File: src/rtl/pmr_pkg.sv
// Shared constants and types for the minimal-standard random generator with a
// bounded draw. No dependencies; every other file in rtl/ uses this package.
package pmr_pkg;

    // Field and state widths
    localparam int STATE_W        = 32;
    localparam int RAW_W          = 31;
    localparam int FIELD_W        = 16;
    localparam int HALF_W         = 16;
    localparam int MULT_W         = 15;
    localparam int RANGE_WIDTH_DEF = 16;

    // Generator constants: multiplier 7^5 and modulus 2^31-1
    localparam logic [MULT_W-1:0] PM_MULT = 15'd16807;
    localparam logic [RAW_W-1:0]  PM_MOD  = 31'h7FFF_FFFF;

    // Operations of the shared multiply/add unit
    typedef enum logic [2:0] {
        LCG_HOLD,
        LCG_LOAD,
        LCG_INC,
        LCG_MUL_LO,
        LCG_MUL_HI,
        LCG_ADD_HI,
        LCG_ADD_CARRY,
        LCG_FOLD
    } lcg_op_t;

    // Control of the remainder unit
    typedef struct packed {
        logic start;
    } mod_ctrl_t;

    typedef struct packed {
        logic last_step;
    } mod_stat_t;

    // Sequencer states of the top level
    typedef enum logic [3:0] {
        ST_IDLE,
        ST_MUL_LO,
        ST_MUL_HI,
        ST_ADD_HI,
        ST_FOLD_HI,
        ST_ADD_CARRY,
        ST_FOLD_CARRY,
        ST_DIV_GO,
        ST_DIV,
        ST_WB
    } pmr_state_t;

endpackage

File: src/rtl/pmr_req_if.sv
// Request channel: valid/ready handshake carrying the range of one draw.
// Depends on pmr_pkg for the field width.
interface pmr_req_if;
    logic                        valid;
    logic                        ready;
    logic [pmr_pkg::FIELD_W-1:0] range_limit;

    modport source (output valid, output range_limit, input ready);
    modport sink   (input valid, input range_limit, output ready);
endinterface

File: src/rtl/pmr_rsp_if.sv
// Response channel: valid/ready handshake carrying one draw's results.
// Depends on pmr_pkg for the field widths.
interface pmr_rsp_if;
    logic                        valid;
    logic                        ready;
    logic [pmr_pkg::FIELD_W-1:0] bounded_number;
    logic [pmr_pkg::RAW_W-1:0]   raw_value;
    logic                        range_error;

    modport source (output valid, output bounded_number, output raw_value,
                    output range_error, input ready);
    modport sink   (input valid, input bounded_number, input raw_value,
                    input range_error, output ready);
endinterface

File: src/rtl/pmr_cfg_if.sv
// Configuration write channel: valid/ready handshake carrying the seed.
// Depends on pmr_pkg for the register width.
interface pmr_cfg_if;
    logic                        valid;
    logic                        ready;
    logic [pmr_pkg::STATE_W-1:0] seed_value;

    modport source (output valid, output seed_value, input ready);
    modport sink   (input valid, input seed_value, output ready);
endinterface

File: src/rtl/pmr_lcg_unit.sv
// Generator state and the shared 16x15 multiplier / 32-bit adder that advance it.
// Depends on pmr_pkg for constants and the operation codes.
module pmr_lcg_unit (
    input  logic                        clk,
    input  logic                        rst_n,
    input  pmr_pkg::lcg_op_t            op,
    input  logic [pmr_pkg::STATE_W-1:0] seed,
    output logic [pmr_pkg::STATE_W-1:0] value
);

    logic [pmr_pkg::STATE_W-1:0] state_reg, state_next;
    logic [pmr_pkg::STATE_W-1:0] x_reg, x_next;
    logic [pmr_pkg::STATE_W-1:0] acc_reg, acc_next;
    logic [pmr_pkg::RAW_W-1:0]   hi_reg, hi_next;

    logic [pmr_pkg::HALF_W-1:0]  mul_a;
    logic [pmr_pkg::RAW_W-1:0]   prod;
    logic [pmr_pkg::STATE_W-1:0] add_a;
    logic [pmr_pkg::STATE_W-1:0] add_b;
    logic [pmr_pkg::STATE_W-1:0] sum;

    // Shared multiplier: one half of the incremented value per step
    assign mul_a = (op == pmr_pkg::LCG_MUL_HI) ? x_reg[31:16] : x_reg[15:0];
    assign prod  = {15'b0, mul_a} * {16'b0, pmr_pkg::PM_MULT};

    // Shared adder operand select
    always_comb
    begin
        unique case (op)
            pmr_pkg::LCG_INC:
            begin
                add_a = state_reg;
                add_b = 32'd1;
            end
            pmr_pkg::LCG_ADD_HI:
            begin
                add_a = acc_reg;
                add_b = {1'b0, hi_reg[14:0], 16'b0};
            end
            pmr_pkg::LCG_ADD_CARRY:
            begin
                add_a = acc_reg;
                add_b = {16'b0, hi_reg[30:15]};
            end
            pmr_pkg::LCG_FOLD:
            begin
                add_a = {1'b0, acc_reg[30:0]};
                add_b = 32'd1;
            end
            default:
            begin
                add_a = acc_reg;
                add_b = '0;
            end
        endcase
    end

    assign sum = add_a + add_b;

    always_comb
    begin
        state_next = state_reg;
        x_next     = x_reg;
        acc_next   = acc_reg;
        hi_next    = hi_reg;
        unique case (op)
            pmr_pkg::LCG_HOLD:      ;
            pmr_pkg::LCG_LOAD:      state_next = seed;
            pmr_pkg::LCG_INC:       x_next     = sum;
            pmr_pkg::LCG_MUL_LO:    acc_next   = {1'b0, prod};
            pmr_pkg::LCG_MUL_HI:    hi_next    = prod;
            pmr_pkg::LCG_ADD_HI:    acc_next   = sum;
            pmr_pkg::LCG_ADD_CARRY: acc_next   = sum;
            pmr_pkg::LCG_FOLD:
            begin
                // Fold only above 2^31-1, i.e. when bit 31 is set.
                // The state takes every fold; the second one is final.
                acc_next   = acc_reg[31] ? sum : acc_reg;
                state_next = acc_next;
            end
            default:                ;
        endcase
    end

    always_ff @(posedge clk or negedge rst_n)
    begin
        if (!rst_n)
        begin
            state_reg <= '0;
        end
        else
        begin
            state_reg <= state_next;
        end
    end

    always_ff @(posedge clk)
    begin
        x_reg   <= x_next;
        acc_reg <= acc_next;
        hi_reg  <= hi_next;
    end

    assign value = state_reg;

endmodule

File: src/rtl/pmr_mod_unit.sv
// Restoring remainder unit: one dividend bit per cycle.
// Depends on pmr_pkg for widths and the control structs.
module pmr_mod_unit #(
    parameter int RANGE_WIDTH = pmr_pkg::RANGE_WIDTH_DEF
) (
    input  logic                        clk,
    input  logic                        rst_n,
    input  pmr_pkg::mod_ctrl_t          ctrl,
    input  logic [RANGE_WIDTH-1:0]      dividend,
    input  logic [pmr_pkg::FIELD_W-1:0] divisor,
    output pmr_pkg::mod_stat_t          stat,
    output logic [pmr_pkg::FIELD_W-1:0] remainder
);

    localparam int CNT_W = $clog2(RANGE_WIDTH + 1);

    logic                        busy_reg, busy_next;
    logic [CNT_W-1:0]            cnt_reg, cnt_next;
    logic [RANGE_WIDTH-1:0]      dvd_reg, dvd_next;
    logic [pmr_pkg::FIELD_W:0]   rem_reg, rem_next;

    logic [pmr_pkg::FIELD_W:0]   shifted;
    logic [pmr_pkg::FIELD_W:0]   diff;

    assign shifted = {rem_reg[pmr_pkg::FIELD_W-1:0], dvd_reg[RANGE_WIDTH-1]};
    assign diff    = shifted - {1'b0, divisor};

    always_comb
    begin
        busy_next = busy_reg;
        cnt_next  = cnt_reg;
        dvd_next  = dvd_reg;
        rem_next  = rem_reg;
        if (ctrl.start)
        begin
            busy_next = 1'b1;
            cnt_next  = CNT_W'(RANGE_WIDTH);
            dvd_next  = dividend;
            rem_next  = '0;
        end
        else if (busy_reg)
        begin
            // Subtract when the partial remainder reaches the divisor
            rem_next = (shifted >= {1'b0, divisor}) ? diff : shifted;
            dvd_next = dvd_reg << 1;
            cnt_next = cnt_reg - 1'b1;
            if (cnt_reg == CNT_W'(1))
            begin
                busy_next = 1'b0;
            end
        end
    end

    always_ff @(posedge clk or negedge rst_n)
    begin
        if (!rst_n)
        begin
            busy_reg <= 1'b0;
            cnt_reg  <= '0;
        end
        else
        begin
            busy_reg <= busy_next;
            cnt_reg  <= cnt_next;
        end
    end

    always_ff @(posedge clk)
    begin
        dvd_reg <= dvd_next;
        rem_reg <= rem_next;
    end

    assign stat.last_step = busy_reg && (cnt_reg == CNT_W'(1));
    assign remainder      = rem_reg[pmr_pkg::FIELD_W-1:0];

endmodule

File: src/rtl/park_miller_random_with_range.sv
// Top level of the minimal-standard random generator with a bounded draw.
// Depends on pmr_pkg, the three channel interfaces, pmr_lcg_unit and pmr_mod_unit.
//
// Usage:
//   cfg  - write the 32-bit seed; it loads the generator state. Taken only
//          while the block is idle (cfg.ready high).
//   req  - one request per draw, carrying range_limit. Each request adds one
//          to the state, multiplies by 16807 modulo 2^31-1 and stores it.
//   rsp  - one result per request: raw_value (new state), bounded_number
//          (low RANGE_WIDTH bits of the state modulo the range) and
//          range_error (range of zero; bounded_number is then 0).
// Timing: a request goes through one increment at acceptance, two shared
//   multiplier steps, four add/fold steps on the shared adder, a divider
//   start, one remainder step per dividend bit, then write-back; after that
//   the result and the next request can both be taken. req.ready is high
//   only in the idle state, so one request is in flight at a time.
// Stall: the result sits in an output register; the next request is taken
//   while it waits. If a new result is finished before the old one is taken,
//   hold it in write-back until rsp.ready frees the register.
// Reset: state clears to zero, no result is pending, the block comes up idle.
module park_miller_random_with_range #(
    parameter int RANGE_WIDTH = pmr_pkg::RANGE_WIDTH_DEF
) (
    input logic       clk,
    input logic       rst_n,
    pmr_cfg_if.sink   cfg,
    pmr_req_if.sink   req,
    pmr_rsp_if.source rsp
);

    // Only the range bits below RANGE_WIDTH take part in the draw
    localparam int RW_CLIP = (RANGE_WIDTH < pmr_pkg::FIELD_W) ? RANGE_WIDTH : pmr_pkg::FIELD_W;
    localparam logic [pmr_pkg::FIELD_W-1:0] RANGE_MASK =
        pmr_pkg::FIELD_W'((33'd1 << RW_CLIP) - 33'd1);

    pmr_pkg::pmr_state_t state_reg, state_next;

    logic [pmr_pkg::FIELD_W-1:0] range_reg, range_next;
    logic                        out_valid_reg, out_valid_next;
    logic [pmr_pkg::FIELD_W-1:0] out_bounded_reg, out_bounded_next;
    logic [pmr_pkg::RAW_W-1:0]   out_raw_reg, out_raw_next;
    logic                        out_err_reg, out_err_next;

    pmr_pkg::lcg_op_t            lcg_op;
    logic [pmr_pkg::STATE_W-1:0] gen_value;
    pmr_pkg::mod_ctrl_t          mod_ctrl;
    pmr_pkg::mod_stat_t          mod_stat;
    logic [pmr_pkg::FIELD_W-1:0] mod_rem;

    logic req_fire;
    logic out_free;

    assign cfg.ready = (state_reg == pmr_pkg::ST_IDLE);
    assign req.ready = (state_reg == pmr_pkg::ST_IDLE) && !cfg.valid;
    assign req_fire  = req.valid && req.ready;
    assign out_free  = !out_valid_reg || rsp.ready;

    pmr_lcg_unit u_lcg (
        .clk   (clk),
        .rst_n (rst_n),
        .op    (lcg_op),
        .seed  (cfg.seed_value),
        .value (gen_value)
    );

    pmr_mod_unit #(
        .RANGE_WIDTH (RANGE_WIDTH)
    ) u_mod (
        .clk       (clk),
        .rst_n     (rst_n),
        .ctrl      (mod_ctrl),
        .dividend  (gen_value[RANGE_WIDTH-1:0]),
        .divisor   (range_reg),
        .stat      (mod_stat),
        .remainder (mod_rem)
    );

    // Sequencer: next state, unit controls and output register loads
    always_comb
    begin
        state_next       = state_reg;
        range_next       = range_reg;
        lcg_op           = pmr_pkg::LCG_HOLD;
        mod_ctrl.start   = 1'b0;
        out_bounded_next = out_bounded_reg;
        out_raw_next     = out_raw_reg;
        out_err_next     = out_err_reg;
        // Drop the pending result once the receiver takes it
        out_valid_next   = out_valid_reg && !rsp.ready;

        unique case (state_reg)
            pmr_pkg::ST_IDLE:
            begin
                if (cfg.valid)
                begin
                    lcg_op = pmr_pkg::LCG_LOAD;
                end
                else if (req_fire)
                begin
                    // Latch the masked range and take the state plus one into the work register
                    range_next = req.range_limit & RANGE_MASK;
                    lcg_op     = pmr_pkg::LCG_INC;
                    state_next = pmr_pkg::ST_MUL_LO;
                end
            end
            pmr_pkg::ST_MUL_LO:
            begin
                lcg_op     = pmr_pkg::LCG_MUL_LO;
                state_next = pmr_pkg::ST_MUL_HI;
            end
            pmr_pkg::ST_MUL_HI:
            begin
                lcg_op     = pmr_pkg::LCG_MUL_HI;
                state_next = pmr_pkg::ST_ADD_HI;
            end
            pmr_pkg::ST_ADD_HI:
            begin
                lcg_op     = pmr_pkg::LCG_ADD_HI;
                state_next = pmr_pkg::ST_FOLD_HI;
            end
            pmr_pkg::ST_FOLD_HI:
            begin
                lcg_op     = pmr_pkg::LCG_FOLD;
                state_next = pmr_pkg::ST_ADD_CARRY;
            end
            pmr_pkg::ST_ADD_CARRY:
            begin
                lcg_op     = pmr_pkg::LCG_ADD_CARRY;
                state_next = pmr_pkg::ST_FOLD_CARRY;
            end
            pmr_pkg::ST_FOLD_CARRY:
            begin
                lcg_op     = pmr_pkg::LCG_FOLD;
                state_next = pmr_pkg::ST_DIV_GO;
            end
            pmr_pkg::ST_DIV_GO:
            begin
                // New state is stored now; start the remainder on its low bits
                mod_ctrl.start = 1'b1;
                state_next     = pmr_pkg::ST_DIV;
            end
            pmr_pkg::ST_DIV:
            begin
                if (mod_stat.last_step)
                begin
                    state_next = pmr_pkg::ST_WB;
                end
            end
            pmr_pkg::ST_WB:
            begin
                // Hold until the output register is free
                if (out_free)
                begin
                    out_valid_next   = 1'b1;
                    out_err_next     = (range_reg == '0);
                    out_bounded_next = (range_reg == '0) ? '0 : mod_rem;
                    out_raw_next     = gen_value[pmr_pkg::RAW_W-1:0];
                    state_next       = pmr_pkg::ST_IDLE;
                end
            end
            default:
            begin
                state_next = pmr_pkg::ST_IDLE;
            end
        endcase
    end

    always_ff @(posedge clk or negedge rst_n)
    begin
        if (!rst_n)
        begin
            state_reg     <= pmr_pkg::ST_IDLE;
            out_valid_reg <= 1'b0;
        end
        else
        begin
            state_reg     <= state_next;
            out_valid_reg <= out_valid_next;
        end
    end

    always_ff @(posedge clk)
    begin
        range_reg       <= range_next;
        out_bounded_reg <= out_bounded_next;
        out_raw_reg     <= out_raw_next;
        out_err_reg     <= out_err_next;
    end

    assign rsp.valid          = out_valid_reg;
    assign rsp.bounded_number = out_bounded_reg;
    assign rsp.raw_value      = out_raw_reg;
    assign rsp.range_error    = out_err_reg;

endmodule

File: src/flat_wrapper.sv
// flat-port wrapper written by rule: the top's interface ports become plain ports
module park_miller_random_with_range_flat 
#(
    parameter int RANGE_WIDTH = pmr_pkg::RANGE_WIDTH_DEF
)
  (clk, rst_n, cfg_valid, cfg_seed_value, cfg_ready, req_valid, req_range_limit, req_ready, rsp_valid, rsp_bounded_number, rsp_raw_value, rsp_range_error, rsp_ready);
  pmr_cfg_if cfg_i ();
  pmr_req_if req_i ();
  pmr_rsp_if rsp_i ();
  input logic clk;
  input logic rst_n;
  input wire logic [$bits(cfg_i.valid)-1:0] cfg_valid;
  input wire logic [$bits(cfg_i.seed_value)-1:0] cfg_seed_value;
  output wire logic [$bits(cfg_i.ready)-1:0] cfg_ready;
  input wire logic [$bits(req_i.valid)-1:0] req_valid;
  input wire logic [$bits(req_i.range_limit)-1:0] req_range_limit;
  output wire logic [$bits(req_i.ready)-1:0] req_ready;
  output wire logic [$bits(rsp_i.valid)-1:0] rsp_valid;
  output wire logic [$bits(rsp_i.bounded_number)-1:0] rsp_bounded_number;
  output wire logic [$bits(rsp_i.raw_value)-1:0] rsp_raw_value;
  output wire logic [$bits(rsp_i.range_error)-1:0] rsp_range_error;
  input wire logic [$bits(rsp_i.ready)-1:0] rsp_ready;
  assign cfg_i.valid = cfg_valid;
  assign cfg_i.seed_value = cfg_seed_value;
  assign cfg_ready = cfg_i.ready;
  assign req_i.valid = req_valid;
  assign req_i.range_limit = req_range_limit;
  assign req_ready = req_i.ready;
  assign rsp_valid = rsp_i.valid;
  assign rsp_bounded_number = rsp_i.bounded_number;
  assign rsp_raw_value = rsp_i.raw_value;
  assign rsp_range_error = rsp_i.range_error;
  assign rsp_i.ready = rsp_ready;
  park_miller_random_with_range #(.RANGE_WIDTH(RANGE_WIDTH)) u_core (.clk(clk), .rst_n(rst_n), .cfg(cfg_i), .req(req_i), .rsp(rsp_i));
endmodule
File: config.mk
export PLATFORM = sky130hd
export DESIGN_NAME = park_miller_random_with_range_flat
export DESIGN_NICKNAME = d
export VERILOG_FILES = /design/src/rtl/pmr_pkg.sv /design/src/rtl/pmr_req_if.sv /design/src/rtl/pmr_rsp_if.sv /design/src/rtl/pmr_cfg_if.sv /design/src/rtl/pmr_lcg_unit.sv /design/src/rtl/pmr_mod_unit.sv /design/src/rtl/park_miller_random_with_range.sv /design/src/flat_wrapper.sv
export SDC_FILE = /design/constraint.sdc
export NUM_CORES = 1
export LEC_CHECK = 0
export ABC_CLOCK_PERIOD_IN_PS = 11400
export BUFFER_PORTS_ARGS = -buffer_cell sky130_fd_sc_hd__buf_4
export CORE_MARGIN = 8
export CORE_UTILIZATION = 55
export DETAILED_ROUTE_END_ITERATION = 10
export HOLD_SLACK_MARGIN = 0.12
export PLACE_DENSITY = 0.81
export SYNTH_ARGS = -nofsm -noshare
export SYNTH_HDL_FRONTEND = slang
export SYNTH_SLANG_ARGS = --single-unit
File: constraint.sdc
create_clock -name clk -period 11.4 [get_ports clk]
set_input_delay 0.57 -clock clk [delete_from_list [all_inputs] [get_ports clk]]
set_output_delay 0.57 -clock clk [all_outputs]
set_load 0.1 [all_outputs]
==> metrics.txt, run 1 <==
Syn Inst Count ~1600; Worst-path clk slew around 0.070 ns; prevailing post-synth register cell edfxtp_1; first-pass GRT wire length 68500 um; Yosys reg bits 234; Detailed Place HPWL approximately 34000 um; flop2flop setup slack 3.40 ns; Synth Area in Compound Gates 0.124; Hold Path Class input pin to flip-flop; most common cell after layout, fill and taps aside nand2_1; Post-Layout Cell Count 2106; Setup Skew between 0.01 and 0.015 ns; post-DR vias/cell 5.93; WHS Endpoint u_core.range_reg[1]; fraction of registers with async set/reset 0.184; Post-Synth Simple-Gate Area 0.132; commonest cells after routing, fill and taps aside nand2_1, edfxtp_1, inv_1; n_diodes 0; WP data arrival 8.28 ns; Crit path max-delay family adder cells; status finished, final reports clean; vias about 12000; WL/cell 20.9 um; mux contribution to synthesized area 0.0612; Max stage delay on crit path roughly 0.61 ns; area leader, netlist edfxtp_1; Setup CP Type flip-flop to flip-flop; xor/xnor share of the synthesized area 0.0388; drt pass-1 iters 5; hold path start req_range_limit[1]; final setup TNS 0 ns; Max-cap violations 0; top cells by area, synth edfxtp_1, ha_1, dfrtp_1, fa_1, nand2_1; Slew @ Worst Pin ~1.1 ns; setup repair bufs after CTS 0; min Tclk post-route 8.00 ns; Hold Path Stages 1; critical path's slowest cell buf_4; area grow syn2layout 11.8%; FF-to-FF path depth 25; root buffer cell clkbuf_16; gp weighted congestion a little over 1; Mapped Area 16500 sq um; num rows between 60 and 70; Final Hold Fails 0; largest family of logic cells by synthesized area adder cells; clock sinks 234; CTS tree yes; worst reg2reg path startpoint u_core.state_reg[0]; Clk Latency, worst-skew pair roughly 0.52 ns; layout cell share with drive strength beyond 1 0.129; fin nets 1966; RSZ-0062 raised after global routing false; largest net degree at the start of global routing 57; adder-cell area share of the yosys netlist 0.187; WP buf/inv 6; grt ovf 0; hold_ws 0.226 ns; Place WS 3.53 ns; post-synth top area share 0.319; Initial Util 0.557; number of global-route vias before repair 12300; Netlist cell types just over 80; CTS Buf Count 23; Worst Path Required 11.68 ns; Total GRT Usage 0.241; core footprint about 30000 sq um; Max Fanout on Critical Path 54; Die Area between 30000 and 40000 sq um; IO Count 104; # H-tree levels 1; Slew headroom 0.267; DRC viols 0; worst r2r dst u_core.u_lcg.acc_reg[29]; syn avg cell area 10.2 sq um; Die Y-Extent 189 um; setup ws final 3.40 ns; Post-synth EDFFs roughly 180; Critical path origin u_core.state_reg[0]; initial antenna violation count 0; Worst setup EP type flip-flop; Die X ~190 um; maximum clock rate approximately 0.12 GHz; port buffer count 103; initial DRC count between 1000 and 1500; clock buffer depth 3; post-route ant nets 0; sequential fraction of the synthesis area 0.404; final setup violation count 0; syn nets ~1900; Tcrit/Tclk final 0.702; Yosys warning count 0; CP Launch Type flip-flop; placed cells 2063; Routed WL between 40000 and 50000 um; Slew Limit Fails 0
[cell families after synthesis]
logic type               count (synthesis)
adder cells (fa/ha/maj)                215
AO/OA/AOI/OAI                          307
multiplexers                            95
AND/OR/NAND/NOR                        460
buffers and inverters                  235
flip-flops                             234
XOR/XNOR                                73
[worst max path at each step]
stage | slack (ns) | to | depth (start not counted)
6_report | 3.40 | u_core.u_lcg.acc_reg[29] | 25
5_1_grt | 3.07 | u_core.u_lcg.acc_reg[29] | 25
4_1_cts | 3.51 | u_core.u_lcg.acc_reg[30] | 25
3_5_place_dp | 3.53 | u_core.u_lcg.acc_reg[29] | 25
3_3_place_gp | 3.64 | u_core.u_lcg.acc_reg[29] | 25
2_1_floorplan | 3.38 | u_core.u_lcg.acc_reg[30] | 26
[Yosys cell counts, types with 22 or more instances]
| library cell | number |
|---|---|
| a21oi_1 | 71 |
| mux2i_1 | 55 |
| a21o_1 | 29 |
| xor2_1 | 22 |
| ha_1 | 162 |
| clkbuf_1 | 44 |
| dfrtp_1 | 43 |
| and2_1 | 47 |
| nand2_1 | 218 |
| o21ai_1 | 26 |
| edfxtp_1 | 175 |
| inv_1 | 173 |
| fa_1 | 52 |
| nor2_1 | 72 |
| xnor2_1 | 51 |
| o21ai_0 | 67 |
| mux2_2 | 35 |
[area by class of cell]
type	instances	area, sq um
sequential	234	6650
timing repair buffer	115	866
inverter	175	657
clock inverter	13	148
fill	2383	11100
clock buffer	29	659
multi-input combinational	1150	8950
tap	390	488
[per-layer routing]
layer  GRT usage  part of all wire  vias to the layer above
met5           0                 0                        -
met4      0.0679             0.026                        0
met3      0.0559             0.095                       83
met2       0.389              0.46                      586
met1       0.322              0.42                     5993
li1            -                 -                     5819
[metrics by stage]
step	cell area, sq um	utilization
after floorplan	16500	-
after CTS	18400	0.623
after detailed placement	17600	0.596
after global placement	17600	0.596
final	18400	0.623
after global routing	18400	0.623
[what timing repair did]
item	CTS	global route
hold buffers	1	0
gates resized for setup	0	0
endpoints found under the hold margin	43	0
Power of run 1 is not shown: default switching activity piles up to over one toggle a cycle in this logic, so the estimate is an artifact.
==> run 2, diff against run 1 <==
Settings changed: ABC_CLOCK_PERIOD_IN_PS 11400 to 7400.
Clock period 11.4 ns to 7.4 ns, I/O delays scaled along.
==> run 2 against run 1 <==
Effect of this change:
- non-clock buffer count rose by 42
- maximum frequency grew 13%
- count of clock-buffer cells in the layout grew 3
- global-route usage rose by 0.76 points
- design area grew 2.1%
- utilization grew 1.3 points
- via count up 1.5%
- sequential share of layout area decreased by 0.75 points
- cell count rose by 2.1%
- hold slack got worse by 0.095 ns
- first-iteration DRC count rose by 1.0%
==> metrics.txt, run 2 (synthesis results as in run 1) <==
status finished, final reports clean; initial DRC count around 1300; first-pass GRT wire length 70500 um; root buffer cell clkbuf_16; FF-to-FF path depth 26; port buffer count 103; WL/cell 20.8 um; Clk Latency, worst-skew pair 0.55 ns; Initial Util 0.557; vias around 13000; CTS tree yes; Max stage delay on crit path between 0.5 and 0.6 ns; number of global-route vias before repair 12700; Detailed Place HPWL 34700 um; WHS Endpoint u_core.u_lcg.value[25]; post-route ant nets 0; Routed WL 44700 um; layout cell share with drive strength beyond 1 0.140; Die Y-Extent 189 um; largest net degree at the start of global routing 57; Max Fanout on Critical Path 22; Worst Path Required about 7.7 ns; WP buf/inv 7; Worst setup EP type flip-flop; Worst-path clk slew 0.06 ns; n_diodes 0; commonest cells after routing, fill and taps aside nand2_1, edfxtp_1, inv_1; Setup Skew 0.0220 ns; fin nets 2009; DRC viols 0; CTS Buf Count 24; flop2flop setup slack 0.31 ns; IO Count around 100; num rows 63; critical path's slowest cell fa_1; Hold Path Class input pin to flip-flop; Crit path max-delay family adder cells; final setup TNS 0 ns; area grow syn2layout 14.2%; RSZ-0062 raised after global routing false; worst reg2reg path startpoint u_core.state_reg[0]; Die Area about 36000 sq um; post-DR vias/cell slightly below 6; Total GRT Usage 0.249; clock buffer depth 3; initial antenna violation count 1; Tcrit/Tclk final 0.958; hold_ws 0.132 ns; WP data arrival 7.36 ns; Max-cap violations 0; final core utilization 0.636; setup repair bufs after CTS 0; Die X around 190 um; CP Launch Type flip-flop; most frequent CP cell inv_1; # H-tree levels 1; final setup violation count 0; core footprint roughly 30000 sq um; gp weighted congestion around 0.96; Slew Limit Fails 0; Hold Path Stages 3; min Tclk post-route 7.09 ns; drt pass-1 iters 5; Final Hold Fails 0; Setup CP Type flip-flop to flip-flop; maximum clock rate 0.141 GHz; Slew @ Worst Pin 1.08 ns; worst r2r dst u_core.u_lcg.acc_reg[30]; clock sinks 234; hold path start cfg_seed_value[25]; most common cell after layout, fill and taps aside nand2_1; Slew headroom 0.277; grt ovf 0
## run 2: changes by cell type in the layout (fill, tap and decap cells not counted), sizes merged
cell	previous run	this run
bufinv	3	2
clkinv	8	7
clkinvlp	1	2
clkbuf	29	32
dlygate4sd3	1	19
buf	114	138
## run 2: worst max path at each step
stage / slack (ns) / cells past startpoint / from / end
6_report: 0.31 / 26 / u_core.state_reg[0] / u_core.u_lcg.acc_reg[30]
5_1_grt: 0.03 / 27 / u_core.state_reg[0] / u_core.u_lcg.acc_reg[29]
4_1_cts: 0.06 / 26 / u_core.state_reg[1] / u_core.u_lcg.acc_reg[30]
3_5_place_dp: 0.14 / 26 / u_core.state_reg[1] / u_core.u_lcg.acc_reg[30]
3_3_place_gp: 0.38 / 26 / u_core.state_reg[0] / u_core.u_lcg.acc_reg[30]
2_1_floorplan: 0.20 / 26 / u_core.state_reg[0] / u_core.u_lcg.acc_reg[30]
## run 2: repair_timing
item	in CTS	in global routing
hold buffers	19	0
gates resized for setup	0	6
hold endpoints to repair	61	0
setup endpoints to repair	0	10
## run 2: final cells by class
cell class / count / area (sq um)
Timing Repair Buffer: 157 / 1230
Clock buffer: 32 / 671
Clock inverter: 12 / 145
Multi-Input combinational cell: 1150 / 8970
Tap cell: 390 / 488
Inverter: 175 / 657
Fill cell: 2359 / 10700
Sequential cell: 234 / 6650
## run 2: stage by stage
stage | area, sq um | worst slack, ns | std cells
6_report | 18800 | 0.313 | 2150
5_1_grt | 18800 | 0.0274 | 2150
4_1_cts | 18800 | 0.0558 | 2150
3_5_place_dp | 17800 | 0.140 | 2087
3_3_place_gp | 17800 | 0.382 | 2087
2_1_floorplan | 16500 | 0.204 | 1619
## run 2: worst register-to-register path, stage by stage, from the launching register on
cell	delay, ns
dfrtp_1	0.40
nor4b_4	0.29
buf_4	0.22
buf_6	0.25
mux2i_1	0.31
inv_1	0.15
ha_1	0.32
ha_1	0.22
fa_1	0.54
inv_1	0.05
fa_1	0.47
inv_1	0.05
fa_1	0.52
inv_1	0.05
fa_1	0.52
inv_1	0.04
ha_1	0.35
a21o_1	0.20
a21o_1	0.18
a21o_1	0.19
a311o_1	0.40
a2111oi_4	0.25
o31ai_2	0.15
a21oi_2	0.16
o21ai_2	0.08
and2_4	0.16
a221o_1	0.30
## run 2: metal layers
| metal | GRT usage | vias up | wire length [um] |
|---|---|---|---|
| met4 | 0.0857 | 2 | 1600 |
| li1 | - | 5916 | - |
| met5 | 0 | - | 14 |
| met2 | 0.405 | 523 | 20700 |
| met3 | 0.0366 | 108 | 3580 |
| met1 | 0.336 | 6121 | 18900 |
Power of run 2 is left out for the same reason.
